$ cat src/rtl/ac65_pkg.sv
// Types, constants and profile tables of the category 065 record parser.
// No dependencies.
package ac65_pkg;

  typedef enum logic [1:0] {
    PH_FSPEC1,
    PH_FSPEC2,
    PH_LEN,
    PH_DATA
  } phase_e;

  typedef enum logic [3:0] {
    KIND_SRC_ID   = 4'd0,
    KIND_MSG_TYPE = 4'd1,
    KIND_SERVICE  = 4'd2,
    KIND_TIME     = 4'd3,
    KIND_BATCH    = 4'd4,
    KIND_STATUS   = 4'd5,
    KIND_REPORT   = 4'd6,
    KIND_LAT      = 4'd7,
    KIND_LON      = 4'd8,
    KIND_REC_END  = 4'd9,
    KIND_ERROR    = 4'd10
  } kind_e;

  typedef enum logic [2:0] {
    ERR_NONE        = 3'd0,
    ERR_FSPEC_LONG  = 3'd1,
    ERR_EMPTY       = 3'd2,
    ERR_UNASSIGNED  = 3'd3,
    ERR_ZERO_LEN    = 3'd4,
    ERR_TRUNCATED   = 3'd5,
    ERR_REF_SHORT   = 3'd6
  } err_e;

  localparam logic [3:0] FRN_STATUS     = 4'd6;
  localparam logic [3:0] FRN_LAST_FIXED = 4'd7;
  localparam logic [3:0] FRN_REF        = 4'd13;
  localparam logic [3:0] FRN_SPF        = 4'd14;

  localparam logic [1:0] ED_RESET     = 2'd1;
  localparam logic [1:0] ED_REF_POINT = 2'd2;

  localparam logic [7:0] REF_MIN_LEN       = 8'd2;
  localparam logic [7:0] REF_POINT_MIN_LEN = 8'd10;
  localparam logic [7:0] REF_FLAG_BYTE     = 8'd1;
  localparam logic [7:0] REF_LAT_BYTE      = 8'd5;
  localparam logic [7:0] REF_LON_BYTE      = 8'd9;

  typedef struct packed {
    kind_e              kind;
    logic signed [31:0] value;
    err_e               code;
  } result_t;

  // results caused by one byte; two set means res1 follows res0
  typedef struct packed {
    logic    two;
    result_t res0;
    result_t res1;
  } entry_t;

  typedef struct packed {
    logic   valid;
    entry_t entry;
  } push_t;

  typedef struct packed {
    logic [1:0] cnt;
    result_t    r0;
    result_t    r1;
  } res_buf_t;

  function automatic res_buf_t emit(res_buf_t b, kind_e k, logic [31:0] v, err_e c);
    res_buf_t o;
    o = b;
    if (b.cnt == 2'd0) begin
      o.r0  = '{kind: k, value: v, code: c};
      o.cnt = 2'd1;
    end else if (b.cnt == 2'd1) begin
      o.r1  = '{kind: k, value: v, code: c};
      o.cnt = 2'd2;
    end
    return o;
  endfunction

  // FSPEC octet bit 7 selects the lowest FRN of the octet
  function automatic logic [6:0] fspec_frns(logic [7:0] octet);
    logic [6:0] r;
    for (int i = 0; i < 7; i++) begin
      r[i] = octet[7-i];
    end
    return r;
  endfunction

  function automatic logic [3:0] lowest_frn(logic [13:0] p);
    logic [3:0] f;
    f = '0;
    for (int i = 13; i >= 0; i--) begin
      if (p[i]) f = 4'(i + 1);
    end
    return f;
  endfunction

  function automatic logic [7:0] fixed_len(logic [3:0] frn);
    logic [7:0] l;
    unique case (frn)
      4'd1:                      l = 8'd2;
      4'd4:                      l = 8'd3;
      4'd2, 4'd3, 4'd5, 4'd6, 4'd7: l = 8'd1;
      default:                   l = 8'd0;
    endcase
    return l;
  endfunction

  function automatic kind_e kind_of(logic [3:0] frn);
    kind_e k;
    unique case (frn)
      4'd1:    k = KIND_SRC_ID;
      4'd2:    k = KIND_MSG_TYPE;
      4'd3:    k = KIND_SERVICE;
      4'd4:    k = KIND_TIME;
      4'd5:    k = KIND_BATCH;
      4'd6:    k = KIND_STATUS;
      default: k = KIND_REPORT;
    endcase
    return k;
  endfunction

endpackage

$ cat src/rtl/ac65_front.sv
// Byte parser: FSPEC, field walk and error handling, one byte per cycle while ac65_queue is not full.
// Depends on ac65_pkg; pushes the results of each byte into ac65_queue.
module ac65_front import ac65_pkg::*; (
  input  logic       clk_i,
  input  logic       rst_ni,
  input  logic       in_valid_i,
  output logic       in_ready_o,
  input  logic [7:0] data_byte_i,
  input  logic       block_last_i,
  input  logic       cfg_valid_i,
  input  logic [1:0] cfg_data_i,
  input  logic       q_full_i,
  output push_t      push_o
);

  phase_e      phase_q, phase_d;
  logic [13:0] pend_q, pend_d;
  logic [3:0]  fref_q, fref_d;
  logic [7:0]  bif_q, bif_d;
  logic [7:0]  flen_q, flen_d;
  logic [31:0] acc_q, acc_d;
  logic        rpf_q, rpf_d;
  logic        disc_q, disc_d;
  logic [1:0]  ed_q;

  logic        accept;
  logic        ed2;
  logic [31:0] acc_sh;
  logic [7:0]  bif_inc;
  logic [3:0]  nf;
  logic        em_valid;
  kind_e       em_kind;
  logic [31:0] em_value;
  logic        raise;
  err_e        raise_code;
  logic        do_fin;
  logic        do_next;
  res_buf_t    rbuf;

  assign in_ready_o = !q_full_i;
  assign accept     = in_valid_i && in_ready_o;
  assign ed2        = (ed_q == ED_REF_POINT);
  assign acc_sh     = {acc_q[23:0], data_byte_i};
  assign bif_inc    = bif_q + 8'd1;

  always_comb begin
    phase_d    = phase_q;
    pend_d     = pend_q;
    fref_d     = fref_q;
    bif_d      = bif_q;
    flen_d     = flen_q;
    acc_d      = acc_q;
    rpf_d      = rpf_q;
    disc_d     = disc_q;
    em_valid   = 1'b0;
    em_kind    = KIND_REPORT;
    em_value   = '0;
    raise      = 1'b0;
    raise_code = ERR_NONE;
    do_fin     = 1'b0;
    do_next    = 1'b0;
    nf         = '0;
    rbuf       = '0;

    if (disc_q) begin
      if (block_last_i) begin
        disc_d  = 1'b0;
        phase_d = PH_FSPEC1;
      end
    end else begin
      unique case (phase_q)
        PH_FSPEC1: begin
          pend_d = {7'd0, fspec_frns(data_byte_i)};
          if (data_byte_i[0]) phase_d = PH_FSPEC2;
          else                do_fin  = 1'b1;
        end
        PH_FSPEC2: begin
          if (data_byte_i[0]) begin
            raise      = 1'b1;
            raise_code = ERR_FSPEC_LONG;
          end else begin
            pend_d[13:7] = fspec_frns(data_byte_i);
            do_fin       = 1'b1;
          end
        end
        PH_LEN: begin
          if (data_byte_i == 8'd0) begin
            raise      = 1'b1;
            raise_code = ERR_ZERO_LEN;
          end else if (ed2 && fref_q == FRN_REF && data_byte_i < REF_MIN_LEN) begin
            raise      = 1'b1;
            raise_code = ERR_REF_SHORT;
          end else begin
            flen_d = data_byte_i;
            bif_d  = 8'd1;
            if (data_byte_i == 8'd1) do_next = 1'b1;
            else                     phase_d = PH_DATA;
          end
        end
        PH_DATA: begin
          acc_d = acc_sh;
          bif_d = bif_inc;
          if (fref_q == FRN_REF && ed2) begin
            if (bif_q == REF_FLAG_BYTE) begin
              rpf_d = data_byte_i[7];
              if (data_byte_i[7] && flen_q < REF_POINT_MIN_LEN) begin
                raise      = 1'b1;
                raise_code = ERR_REF_SHORT;
              end
            end else if (bif_q == REF_LAT_BYTE && rpf_q) begin
              em_valid = 1'b1;
              em_kind  = KIND_LAT;
              em_value = acc_sh;
            end else if (bif_q == REF_LON_BYTE && rpf_q) begin
              em_valid = 1'b1;
              em_kind  = KIND_LON;
              em_value = acc_sh;
            end
          end
          if (!raise && bif_inc == flen_q) begin
            if (fref_q <= FRN_LAST_FIXED) begin
              em_valid = 1'b1;
              em_kind  = kind_of(fref_q);
              if (fref_q == FRN_STATUS) begin
                em_value = {26'd0, acc_sh[7:6], acc_sh[5], acc_sh[4], acc_sh[3:2]};
              end else begin
                em_value = acc_sh;
              end
            end
            do_next = 1'b1;
          end
        end
        default: ;
      endcase

      if (em_valid) rbuf = emit(rbuf, em_kind, em_value, ERR_NONE);

      if (do_fin) begin
        if (pend_d == '0) begin
          raise      = 1'b1;
          raise_code = ERR_EMPTY;
        end else begin
          do_next = 1'b1;
        end
      end

      if (do_next) begin
        if (pend_d == '0) begin
          rbuf    = emit(rbuf, KIND_REC_END, 32'd0, ERR_NONE);
          phase_d = PH_FSPEC1;
        end else begin
          nf                  = lowest_frn(pend_d);
          pend_d[nf - 4'd1]   = 1'b0;
          fref_d              = nf;
          acc_d               = '0;
          bif_d               = '0;
          rpf_d               = 1'b0;
          if (nf == FRN_REF || nf == FRN_SPF) begin
            phase_d = PH_LEN;
          end else if (fixed_len(nf) == 8'd0) begin
            raise      = 1'b1;
            raise_code = ERR_UNASSIGNED;
          end else begin
            flen_d  = fixed_len(nf);
            phase_d = PH_DATA;
          end
        end
      end

      // block ends inside an FSPEC or a record
      if (!raise && block_last_i && phase_d != PH_FSPEC1) begin
        raise      = 1'b1;
        raise_code = ERR_TRUNCATED;
      end

      if (raise) begin
        rbuf    = emit(rbuf, KIND_ERROR, 32'd0, raise_code);
        phase_d = PH_FSPEC1;
        pend_d  = '0;
        disc_d  = !block_last_i;
      end

      if (block_last_i) begin
        disc_d  = 1'b0;
        phase_d = PH_FSPEC1;
      end
    end
  end

  assign push_o.valid      = accept && (rbuf.cnt != 2'd0);
  assign push_o.entry.two  = (rbuf.cnt == 2'd2);
  assign push_o.entry.res0 = rbuf.r0;
  assign push_o.entry.res1 = rbuf.r1;

  always_ff @(posedge clk_i or negedge rst_ni) begin
    if (!rst_ni) begin
      phase_q <= PH_FSPEC1;
      pend_q  <= '0;
      fref_q  <= '0;
      bif_q   <= '0;
      flen_q  <= '0;
      acc_q   <= '0;
      rpf_q   <= 1'b0;
      disc_q  <= 1'b0;
    end else if (accept) begin
      phase_q <= phase_d;
      pend_q  <= pend_d;
      fref_q  <= fref_d;
      bif_q   <= bif_d;
      flen_q  <= flen_d;
      acc_q   <= acc_d;
      rpf_q   <= rpf_d;
      disc_q  <= disc_d;
    end
  end

  always_ff @(posedge clk_i or negedge rst_ni) begin
    if (!rst_ni) begin
      ed_q <= ED_RESET;
    end else if (cfg_valid_i) begin
      ed_q <= cfg_data_i;
    end
  end

endmodule

$ cat src/rtl/ac65_queue.sv
// Small register FIFO of per-byte result entries between parser and output.
// Depends on ac65_pkg.
module ac65_queue import ac65_pkg::*; #(
  parameter int unsigned DEPTH = 4
) (
  input  logic   clk_i,
  input  logic   rst_ni,
  input  push_t  push_i,
  output logic   full_o,
  output logic   valid_o,
  output entry_t entry_o,
  input  logic   pop_i
);

  localparam int unsigned AW = (DEPTH > 1) ? $clog2(DEPTH) : 1;
  localparam int unsigned CW = $clog2(DEPTH + 1);

  entry_t          mem_q [DEPTH];
  logic [AW-1:0]   wr_ptr_q, rd_ptr_q;
  logic [CW-1:0]   cnt_q;
  logic            do_push, do_pop;

  assign full_o  = (cnt_q == CW'(DEPTH));
  assign valid_o = (cnt_q != '0);
  assign entry_o = mem_q[rd_ptr_q];
  assign do_push = push_i.valid && !full_o;
  assign do_pop  = pop_i && valid_o;

  function automatic logic [AW-1:0] wrap_inc(logic [AW-1:0] p);
    return (p == AW'(DEPTH - 1)) ? '0 : p + AW'(1);
  endfunction

  always_ff @(posedge clk_i) begin
    if (do_push) mem_q[wr_ptr_q] <= push_i.entry;
  end

  always_ff @(posedge clk_i or negedge rst_ni) begin
    if (!rst_ni) begin
      wr_ptr_q <= '0;
      rd_ptr_q <= '0;
      cnt_q    <= '0;
    end else begin
      if (do_push) wr_ptr_q <= wrap_inc(wr_ptr_q);
      if (do_pop)  rd_ptr_q <= wrap_inc(rd_ptr_q);
      if (do_push && !do_pop)      cnt_q <= cnt_q + CW'(1);
      else if (do_pop && !do_push) cnt_q <= cnt_q - CW'(1);
    end
  end

endmodule

$ cat src/rtl/ac65_back.sv
// Output stage: takes queue entries and delivers their results one per transfer.
// Depends on ac65_pkg.
module ac65_back import ac65_pkg::*; (
  input  logic               clk_i,
  input  logic               rst_ni,
  input  logic               q_valid_i,
  input  entry_t             q_entry_i,
  output logic               q_pop_o,
  output logic               out_valid_o,
  input  logic               out_ready_i,
  output logic [3:0]         kind_o,
  output logic signed [31:0] value_o,
  output logic [2:0]         error_code_o,
  output logic               result_last_o
);

  entry_t  ent_q;
  logic    hold_q;
  logic    idx_q;
  result_t cur;
  logic    take, load;

  assign cur           = idx_q ? ent_q.res1 : ent_q.res0;
  assign out_valid_o   = hold_q;
  assign kind_o        = cur.kind;
  assign value_o       = cur.value;
  assign error_code_o  = cur.code;
  assign result_last_o = idx_q || !ent_q.two;

  assign take    = out_valid_o && out_ready_i;
  assign load    = !hold_q || (take && result_last_o);
  assign q_pop_o = load && q_valid_i;

  always_ff @(posedge clk_i) begin
    if (q_pop_o) ent_q <= q_entry_i;
  end

  always_ff @(posedge clk_i or negedge rst_ni) begin
    if (!rst_ni) begin
      hold_q <= 1'b0;
      idx_q  <= 1'b0;
    end else if (load) begin
      hold_q <= q_valid_i;
      idx_q  <= 1'b0;
    end else if (take) begin
      idx_q  <= 1'b1;
    end
  end

endmodule

$ cat src/rtl/asterix_cat065_record_parser.sv
// Category 065 record parser: one byte per cycle in, one result per cycle out, while neither side is stalled.
// out_valid_o rises once the result has passed through the entry queue and the output stage register.
// A byte that causes two results holds the output for two transfers; the entry queue
// (QueueDepth entries) absorbs short runs of these, sustained ones fill it and hold off input.
// Reset (rst_ni low, asynchronous) puts the parser at the first FSPEC octet,
// sets edition to 1 and empties the queue and output stage.
module asterix_cat065_record_parser import ac65_pkg::*; #(
  parameter int unsigned QueueDepth = 4
) (
  input  logic               clk_i,
  input  logic               rst_ni,
  input  logic               in_valid_i,
  output logic               in_ready_o,
  input  logic [7:0]         data_byte_i,
  input  logic               block_last_i,
  input  logic               cfg_valid_i,
  output logic               cfg_ready_o,
  input  logic [1:0]         cfg_data_i,
  output logic               out_valid_o,
  input  logic               out_ready_i,
  output logic [3:0]         kind_o,
  output logic signed [31:0] value_o,
  output logic [2:0]         error_code_o,
  output logic               result_last_o
);

  push_t  push;
  logic   q_full;
  logic   q_valid;
  entry_t q_entry;
  logic   q_pop;

  assign cfg_ready_o = 1'b1;

  ac65_front u_front (
    .clk_i        (clk_i),
    .rst_ni       (rst_ni),
    .in_valid_i   (in_valid_i),
    .in_ready_o   (in_ready_o),
    .data_byte_i  (data_byte_i),
    .block_last_i (block_last_i),
    .cfg_valid_i  (cfg_valid_i),
    .cfg_data_i   (cfg_data_i),
    .q_full_i     (q_full),
    .push_o       (push)
  );

  ac65_queue #(
    .DEPTH (QueueDepth)
  ) u_queue (
    .clk_i   (clk_i),
    .rst_ni  (rst_ni),
    .push_i  (push),
    .full_o  (q_full),
    .valid_o (q_valid),
    .entry_o (q_entry),
    .pop_i   (q_pop)
  );

  ac65_back u_back (
    .clk_i         (clk_i),
    .rst_ni        (rst_ni),
    .q_valid_i     (q_valid),
    .q_entry_i     (q_entry),
    .q_pop_o       (q_pop),
    .out_valid_o   (out_valid_o),
    .out_ready_i   (out_ready_i),
    .kind_o        (kind_o),
    .value_o       (value_o),
    .error_code_o  (error_code_o),
    .result_last_o (result_last_o)
  );

endmodule

$ cat config.mk
export PLATFORM = sky130hd
export DESIGN_NAME = asterix_cat065_record_parser
export DESIGN_NICKNAME = d
export VERILOG_FILES = /design/src/rtl/ac65_pkg.sv /design/src/rtl/ac65_front.sv /design/src/rtl/ac65_queue.sv /design/src/rtl/ac65_back.sv /design/src/rtl/asterix_cat065_record_parser.sv
export SDC_FILE = /design/constraint.sdc
export NUM_CORES = 1
export LEC_CHECK = 0
export BUFFER_PORTS_ARGS = -buffer_cell sky130_fd_sc_hd__buf_2
export CORE_MARGIN = 4
export CORE_UTILIZATION = 40
export DETAILED_ROUTE_END_ITERATION = 7
export MAX_ROUTING_LAYER = met4
export SLEW_MARGIN = 10
export SYNTH_ARGS = -nofsm -noshare
export SYNTH_HDL_FRONTEND = slang
export SYNTH_HIERARCHICAL = 1
export SYNTH_SLANG_ARGS = --single-unit
export TNS_END_PERCENT = 30
$ cat constraint.sdc
create_clock -name clk_i -period 7.1 [get_ports clk_i]
set_input_delay 1.42 -clock clk_i [delete_from_list [all_inputs] [get_ports clk_i]]
set_output_delay 1.42 -clock clk_i [all_outputs]
set_load 0.005 [all_outputs]
# --- After elaboration in Yosys (flattened, before gate mapping) ---
# Memory sizes are Yosys's and may differ from the RTL's. A register that Yosys moved wholly into a read port is not among the register bits.
# Cells that the tools add are included.
totals:
  latch_bits: 0
  n_memories: 1
  romBits: 0
  ramBits: 316
  word_cells: 270
  register_bits: 81
  out_inout_bits: 43
  input_bits: 16
classes:
  shift: 0
  eq_ne: 32
  n_reduce_logical: 45
  div_mod_pow: 0
  mul: 0
  n_addsub: 6
  bitwise: 4
  n_mux: 163
  n_lt_le_gt_ge: 5
mem_list:
  columns: ["name", "depth", "word_bits", "read_ports", "rd_ports_with_merged_regs", "write_ports", "line", "source"]
  rows:
  - ["u_queue.mem_q", 4, 79, 1, 1, 1, "ac65_queue.sv:18", "entry_t mem_q [DEPTH];"]
ops:
  columns: ["op", "n"]
  rows:
  - ["two-way mux 80 bit", 6]
  - ["two-way mux 32 bit", 11]
  - ["two-way mux 39 bit", 7]
  - ["two-way mux 8 bit", 15]
  - ["two-way mux 4 bit", 24]
  - ["two-way mux 79 bit", 1]
  - ["two-way mux 1 bit", 50]
  - ["two-way mux 14 bit", 3]
  - ["two-way mux 3 bit", 14]
  - ["two-way mux 2 bit", 19]
  - ["equality test 4 x 3 -> 1 bit (second input constant)", 7]
  - ["two-way mux 7 bit", 4]
  - ["logical AND 1 bit", 18]
  - ["one-hot mux 3 bit (6 select lines)", 1]
  - ["equality test 4 x 2 -> 1 bit (second input constant)", 4]
  - ["equality test 8 x 1 -> 1 bit (second input constant)", 2]
  - ["zero test 8 bit", 2]
  - ["one-hot mux 8 bit (2 select lines)", 1]
  - ["bitwise AND 14 bit", 1]
  - ["zero test 14 bit", 1]
  - ["NOT 14 bit", 1]
  - ["one-hot mux 7 bit (2 select lines)", 1]
  - ["equality test 2 bit (second input constant)", 6]
  - ["equality test 4 bit (second input constant)", 3]
  - ["other kinds (33)", 53]

# --- Longest topological paths before layout ---
# Gate-level depths: netlist of the first run.
depth:
  ltp_word: 48
  ltp_mapped: 26
  ltp_nobuf: 23

# --- Modules after synthesis ---
# Netlist of the first run, hierarchy kept.
by_module_without_submodules:
  columns: ["mod", "cells_each", "area_each_um2", "n_inst"]
  rows:
  - ["ac65_queue", 450, 11853.9, 1]
  - ["ac65_front", 603, 4818.4, 1]
  - ["ac65_back", 133, 2957.8, 1]
  - ["asterix_cat065_record_parser", 2, 11.3, 1]

# --- Least setup slack after synthesis of the first run ---
# OpenSTA, ideal clock, no wires.
synth_timing:
  path_type: "input to register"
  start: "input port data_byte_i[7]"
  end: "memory u_queue/mem_q[3][0] (netlist bit), enable pin"
  setup_slack_ns: -0.986
  t_arrival_ns: 7.568
  n_path_buf: 4
  required_time_ns: 6.582
  path_stages: 20
  path_cell_list: "clkbuf_1 > nand3_1 > nor4_1 > nor2_1 > nand3_1 > or2_2 > a21o_1 > buf_2 > inv_1 > clkbuf_1 > ha_1 > mux2_2 > inv_1 > ha_1 > clkbuf_1 > inv_1 > o21ai_0 > a21oi_1 > nand2_1 > nor2_1"
synth_lines:
  columns: ["element", "line", "source"]
  rows:
  - ["start: declaration", "asterix_cat065_record_parser.sv:14", "input logic [7:0] data_byte_i,"]
  - ["end: declaration", "ac65_queue.sv:18", null]

==> summary.txt, run 1 <==
First-pass iteration count of the detailed router = 5
PD cells = 420.9 nW/um2
Fmax = 0.1728 GHz
Final nets = 1279
Die width = 229.6 um
Yosys cell types = 73
Worst skew pair latency = 590 ps
Sink Count = 468
Number of CTS-inserted buffers = 49
Final setup fails = 0
Yosys warns = 6
Vias in the first global route = 10.54k
Pin count of the biggest net entering global routing = 80
Detailed-route DRC error count = 0
PostCTS Resize Cnt = 0
Critical path launch point type = flip-flop
Ys flop type = edfxtp_1
CTS H-tree lvls = 2
Fin Setup TNS = 0 ps
First-pass GRT wire length = 61370 um
HP Class = flip-flop to flip-flop
DPL Wire Length = 23860 um
Yosys reg bits = 468
Min Clock Period, post-route = 5786 ps
Synth area leaders = edfxtp_1 60%, dfrtp_1 9.2%, mux4_2 9.1%, mux2_2 2.8%, a22o_1 1.4%
Post-CTS Setup Inserts = 0
Worst EP arrival = 6300 ps
Area growth, synth to finish = 12.24%
Via/cell ratio = 5.251
Cts-stage hold buffer count = 0
Final Core Density = 45.79%
Mapped Cells = 1188
Slew Limit Fails = 0
Vias = 10.23k
Overall routing resource usage = 15.18%
IO Count = 59
Max Cap Violations = 0
Core region area = 48150 um2
Sequential share of the synthesized area = 69.70%
Row cnt = 80
Top-area cell type share of the netlist area = 60.39%
Measured slew at the worst slew-check pin = 1021 ps
Setup Skew = 27.55 ps
Worst vdd ir = 243.0 uV
CTS clk-pin slew, worst paths = 60 ps
Asr flop ratio synth = 15.60%
Final-layout fill cell count = 4145
Clock root buffer = clkbuf_16
Crit path top cell by count = inv_1
DR iter-0 viols = 697
Place WS = 893.8 ps
Layout cell share with drive strength beyond 1 = 23.76%
Port Buffers = 57
Gpl congestion = 0.8883
Worst Path Required = 7610 ps
CP cell instances = nand3_1 > nor3_1 > xnor2_1 > nor4_1 > nand3_1 > or2_2 > a21o_1 > inv_1 > buf_4 > mux2_2 > inv_1 > ha_1 > inv_1 > o21ai_0 > a21oi_1 > nor2b_2 > ha_1 > inv_1 > fa_1 > xor2_1 > nor2_1 > xor2_1
DIE AREA = 52710 um2
Relative slew slack = 31.93%
Final period utilization = 81.49%
Static leakage = 0.007577 uW
CP endpoint kind = flip-flop
Initial antenna violation count = 0
Final hold violation count = 0
Clock tree buffer depth = 3
RSZ-0062 raised after global routing = false
Die Y = 229.6 um
Max stage delay on crit path = 650 ps
Outcome = completed
Crit path kind = flip-flop to flip-flop
Mapped cell area = 19640 um2
Syn Area/Cell = 16.53 um2
Total gr overflow = 0
Final WS setup = 1314 ps
Largest area contributor in the netlist = edfxtp_1
Detailed Route WL = 38400 um
Post-DRT Antenna Nets = 0
WL per Instance = 19.71 um
CTS tree = built
Initial Util = 40.80%
Critical-path top delay cell = nor4_1
EDFF count, synth = 395
Ant diodes = 0
Crit Path Max Fanout = 30
-- area by class of cell --
cell class	instances	area (um2)	share of cell area, %
Timing Repair Buffer	77	525.5	2.384
Sequential cell	468	13700	62.13
Clock buffer	67	1354	6.141
Multi-Input combinational cell	640	5409	24.53
Tap cell	656	820.8	3.723
Clock inverter	25	182.7	0.8286
Inverter	15	56.30	0.2554
-- final timing paths --
path	startpoint	endpoint	slack [ps]	cells after the start
worst min-delay path	u_queue/cnt_q[2]$_DFFE_PN0P_	u_queue/cnt_q[2]$_DFFE_PN0P_	480	1
worst min register to register	u_queue/cnt_q[2]$_DFFE_PN0P_	u_queue/cnt_q[2]$_DFFE_PN0P_	480	1
min in group asynchronous	rst_ni	u_front/pend_q[11]$_DFFE_PN0P_	980	1
max in group asynchronous	rst_ni	u_queue/rd_ptr_q[0]$_DFFE_PN0P_	5410	1
worst max register to register	u_front/bif_q[2]$_DFFE_PN0P_	u_queue/cnt_q[2]$_DFFE_PN0P_	1310	22
worst max-delay path	u_front/bif_q[2]$_DFFE_PN0P_	u_queue/cnt_q[2]$_DFFE_PN0P_	1310	22
-- state kept, by name, indices dropped and copies added (netlist names) --
signal              flops
u_front/pend_q         14
u_back/out_valid_o      1
u_front/bif_q           8
u_queue/cnt_q           3
u_front/flen_q          8
u_front/ed_q            2
u_back/ent_q           79
u_front/disc_q          1
u_queue/mem_q         316
u_queue/rd_ptr_q        2
u_queue/wr_ptr_q        2
u_front/fref_q          4
u_front/rpf_q           1
u_front/acc_q          24
u_back/idx_q            1
u_front/phase_q         2
-- per-layer routing --
metal | up-vias | track usage [%] | share of wire, %
met3 | 55 | 2.995 | 4.2
met1 | 5243 | 19.75 | 44
met2 | 211 | 24.90 | 50
li1 | 4719 | - | -
met4 | 0 | 3.518 | 1.8
met5 | - | - | 0
-- layout by cell type (no fill, tap or decap), types with 32 or more instances in the layout --
cell,instances
clkbuf_16,49
edfxtp_1,395
nand3_1,46
a22o_1,32
conb_1,34
buf_2,56
nor2_1,69
mux2_2,48
nand2_1,74
dfrtp_1,69
o21ai_0,35
mux4_2,79
-- cells in the mapped netlist (all sizes together) (6+ instances only) --
cell and instances:
nor2b 7, xnor2 12, nor3 16, mux2 49, buf 73, nor3b 8, mux4 79, a21o 10
or2 7, nor2 71, clkbuf 24, edfxtp 395, xor2 10, a22o 32, a22oi 6, nor4 10
inv 15, ha 11, nand3 46, o21ai 39, o41ai 7, nand2 76, dfrtp 72, o211ai 7
and2 10, a21oi 24
-- metrics by stage --
stage / total power, uW / hold WS (ps) / std cells / area, um2
4_1_cts: 9441 / 481.5 / 1948 / 22050
2_1_floorplan: 6179 / 450.6 / 1220 / 19760
3_3_place_gp: 6982 / 471.9 / 1856 / 20510
3_5_place_dp: 7002 / 473.7 / 1856 / 20510
5_1_grt: 9833 / 511.1 / 1948 / 22050
6_report: 9279 / 480.3 / 1948 / 22050
-- power by group --
| part | total (uW) | switching, uW | internal [uW] |
|---|---|---|---|
| registers | 4150 | 344 | 3800 |
| clock network | 2410 | 1050 | 1350 |
| logic | 2720 | 1540 | 1180 |
| total | 9280 | 2940 | 6340 |
-- kinds of logic after synthesis --
family,count (synthesis),synth area share (%)
flops,468,69.70
simple gates,276,6.918
compound gates,165,5.975
mux,131,12.04
buf+inv,112,3.548
xor+xnor,22,0.9810
fa+ha+maj,12,0.8026
other cells,2,0.03824
-- critical path, delay by kind of cell, from the launching register on --
family,cells,cell delay (ps)
buffers and inverters,5,650
multiplexers,1,260
flip-flops,1,580
AO/OA/AOI/OAI,3,610
adder cells (fa/ha/maj),3,860
AND/OR/NAND/NOR,7,2340
XOR/XNOR,3,450
Note: power is estimated with default switching activity, not from simulation.
==> inputs of run 2 (changes only) <==
ABC_AREA = 1   (was not set)
clock period = 4.64 ns   (was 7.1 ns; I/O delays follow)
==> run 2 against run 1 <==
Sequential cell count stayed put. Clock-buffer cell count is 2 lower. First-iteration DRC count is 39% higher. Area after synthesis is 6.9% higher. Via count is 34% higher. Critical endpoint unchanged. Largest power group unchanged.
==> summary.txt, run 2 <==
Max stage delay on crit path = 410 ps
CTS tree = built
Yosys reg bits = 468
Commonest non-fill, non-tap cell in the layout = nand2_1
Biggest register = u_queue/mem_q
Initial antenna violation count = 0
Worst Path Required = 5120 ps
Static leakage = 0.009613 uW
Measured slew at the worst slew-check pin = 1028 ps
Ys flop type = edfxtp_1
Sink Count = 468
Core region area = 51610 um2
Row cnt = 83
Die Y = 237.1 um
Top-area cell type share of the netlist area = 56.51%
Initial Util = 40.67%
Dpl cell area = 22410 um2
Top post-synthesis cells by count = 515 x nand2_1, 395 x edfxtp_1, 265 x inv_1
Slew Limit Fails = 0
DPL Wire Length = 30790 um
Critical path launch point type = flip-flop
Detailed-route DRC error count = 0
Worst skew pair latency = 600 ps
Mapped Cells = 1922
Max reg flops = 316
DIE AREA = 56200 um2
DR iter-0 viols = 968
Pin count of the biggest net entering global routing = 115
Via/cell ratio = 5.016
Worst path buffer plus inverter count = 5
Gpl congestion = 0.9132
Relative slew slack = 31.46%
Post-DRT Antenna Nets = 0
Largest area contributor in the netlist = edfxtp_1
CP endpoint kind = flip-flop
HP Class = input port to async pin
Most instantiated library cell after synthesis = nand2_1
IO Count = 59
Cts-stage hold buffer count = 0
Detailed Route WL = 47430 um
Mapped cell area = 20990 um2
Most frequent cells in the layout = 513 x nand2_1, 395 x edfxtp_1, 261 x inv_1
Outcome = completed
DP Cell Count = 2636
Fmax = 0.2293 GHz
Ant diodes = 0
Largest regs = u_queue/mem_q x316, u_back/ent_q x79, u_front/acc_q x24
Die width = 237.1 um
Number of CTS-inserted buffers = 49
PD cells = 646.6 nW/um2
Finished Cell Area = 24040 um2
Clock root buffer = clkbuf_16
Sequential share of the synthesized area = 65.22%
Final Non-Filler Cells = 2732
Final period utilization = 93.97%
Area growth, synth to finish = 14.52%
Total gr overflow = 0
CTS clk-pin slew, worst paths = 60 ps
Synth area leaders = edfxtp_1 57%, nand2_1 9.2%, dfrtp_1 8.6%, o211ai_1 5.7%, inv_1 4.7%
Layout cell share with drive strength beyond 1 = 15.89%
Syn Area/Cell = 10.92 um2
First-pass GRT wire length = 75200 um
Final setup fails = 0
Setup Skew = 21.47 ps
Worst EP arrival = 4840 ps
Yosys cell types = 55
Crit Path Max Fanout = 4
Min Clock Period, post-route = 4360 ps
Port Buffers = 57
Max Cap Violations = 0
Asr flop ratio synth = 15.60%
Crit path kind = flip-flop to flip-flop
Clock tree buffer depth = 3
EDFF count, synth = 395
First-pass iteration count of the detailed router = 5
Vias = 13.71k
Worst vdd ir = 327.6 uV
Vias in the first global route = 13.33k
Final nets = 2040
Overall routing resource usage = 17.24%
Critical-path top delay cell = dfrtp_2
WL per Instance = 17.36 um
Yosys warns = 6
Final hold violation count = 0
CP delay by family, top = simple AND/OR/NAND/NOR gates
CTS H-tree lvls = 2
-- run 2: cell types whose count changed in the layout (fill, tap and decap cells not counted), sizes merged, moves of 13 or more --
cell,delta
a22o,-32
buf,+54
inv,+262
mux2,-48
mux4,-79
nand2,+454
nand4,+13
nor3,+20
o211ai,+153
o21ai,+33
o22ai,+45
-- run 2: final timing paths --
path	startpoint	to	slack, ps	cells past startpoint
max reg2reg	u_front/bif_q[0]$_DFFE_PN0P_	u_queue/cnt_q[2]$_DFFE_PN0P_	280	29
min reg2reg	u_front/pend_q[1]$_DFFE_PN0P_	u_front/pend_q[1]$_DFFE_PN0P_	510	2
max	u_front/bif_q[0]$_DFFE_PN0P_	u_queue/cnt_q[2]$_DFFE_PN0P_	280	29
min	rst_ni	u_front/pend_q[9]$_DFFE_PN0P_	480	1
max in group asynchronous	rst_ni	u_queue/rd_ptr_q[0]$_DFFE_PN0P_	3340	1
min in group clk_i	u_front/pend_q[1]$_DFFE_PN0P_	u_front/pend_q[1]$_DFFE_PN0P_	510	2
-- run 2: worst reg2reg max path: cells and delay by family, from the launching register on --
family / cells / cell delay [ps]
compound gates: 4 / 570
flops: 1 / 410
simple gates: 14 / 1530
fa+ha+maj: 5 / 1230
xor+xnor: 1 / 220
buf+inv: 5 / 310
-- run 2: where the power goes --
group,internal [uW],switching [uW]
Sequential,5960,537
Clock,2080,1630
Combinational,1750,3580
-- run 2: kinds of logic after synthesis --
logic type / synth area share, %
and+or+nand+nor: 14.81
DFF: 65.22
buffers and inverters: 8.429
AOI/OAI and AO/OA: 10.46
adders and majority gates: 0.7511
xor gates and xnor gates: 0.2445
other: 0.03578
muxes: 0.05365
-- run 2: routing by layer --
metal | wire length, um | up-vias | track usage [%]
li1 | - | 6670 | -
met1 | 22210 | 6663 | 24.05
met2 | 21770 | 301 | 26.55
met3 | 2622 | 71 | 3.308
met4 | 833 | 0 | 3.733
met5 | 0 | - | -
-- run 2: cell type report --
class,instances,area [um2]
fill,4673,27580
sequential,468,13700
multi-input combinational,1080,5818
clock buffer,65,1316
timing repair buffer,131,1069
inverter,282,1059
tap,680,850.8
clock inverter,26,224.0
-- run 2: through the flow --
step                setup slack, ps  TNS [ps]  hold slack, ps  power [uW]  utilization (%)
finish                        279.6         0           476.2       15540            46.57
global route                 -13.14    -13.14           530.6       16620            46.57
CTS                           210.6         0           508.0       15710            46.41
detailed placement            55.17         0           492.3       11970            43.42
global placement              90.82         0           494.4       11880            43.42
floorplan                    -244.7    -72270           447.9       10050                -
-- run 2: repair_timing --
action	4_1_cts	5_1_grt
resized for setup	0	13
endpoints found under the setup margin	0	216
hold endpoints to repair	0	0
buffers inserted	0	5
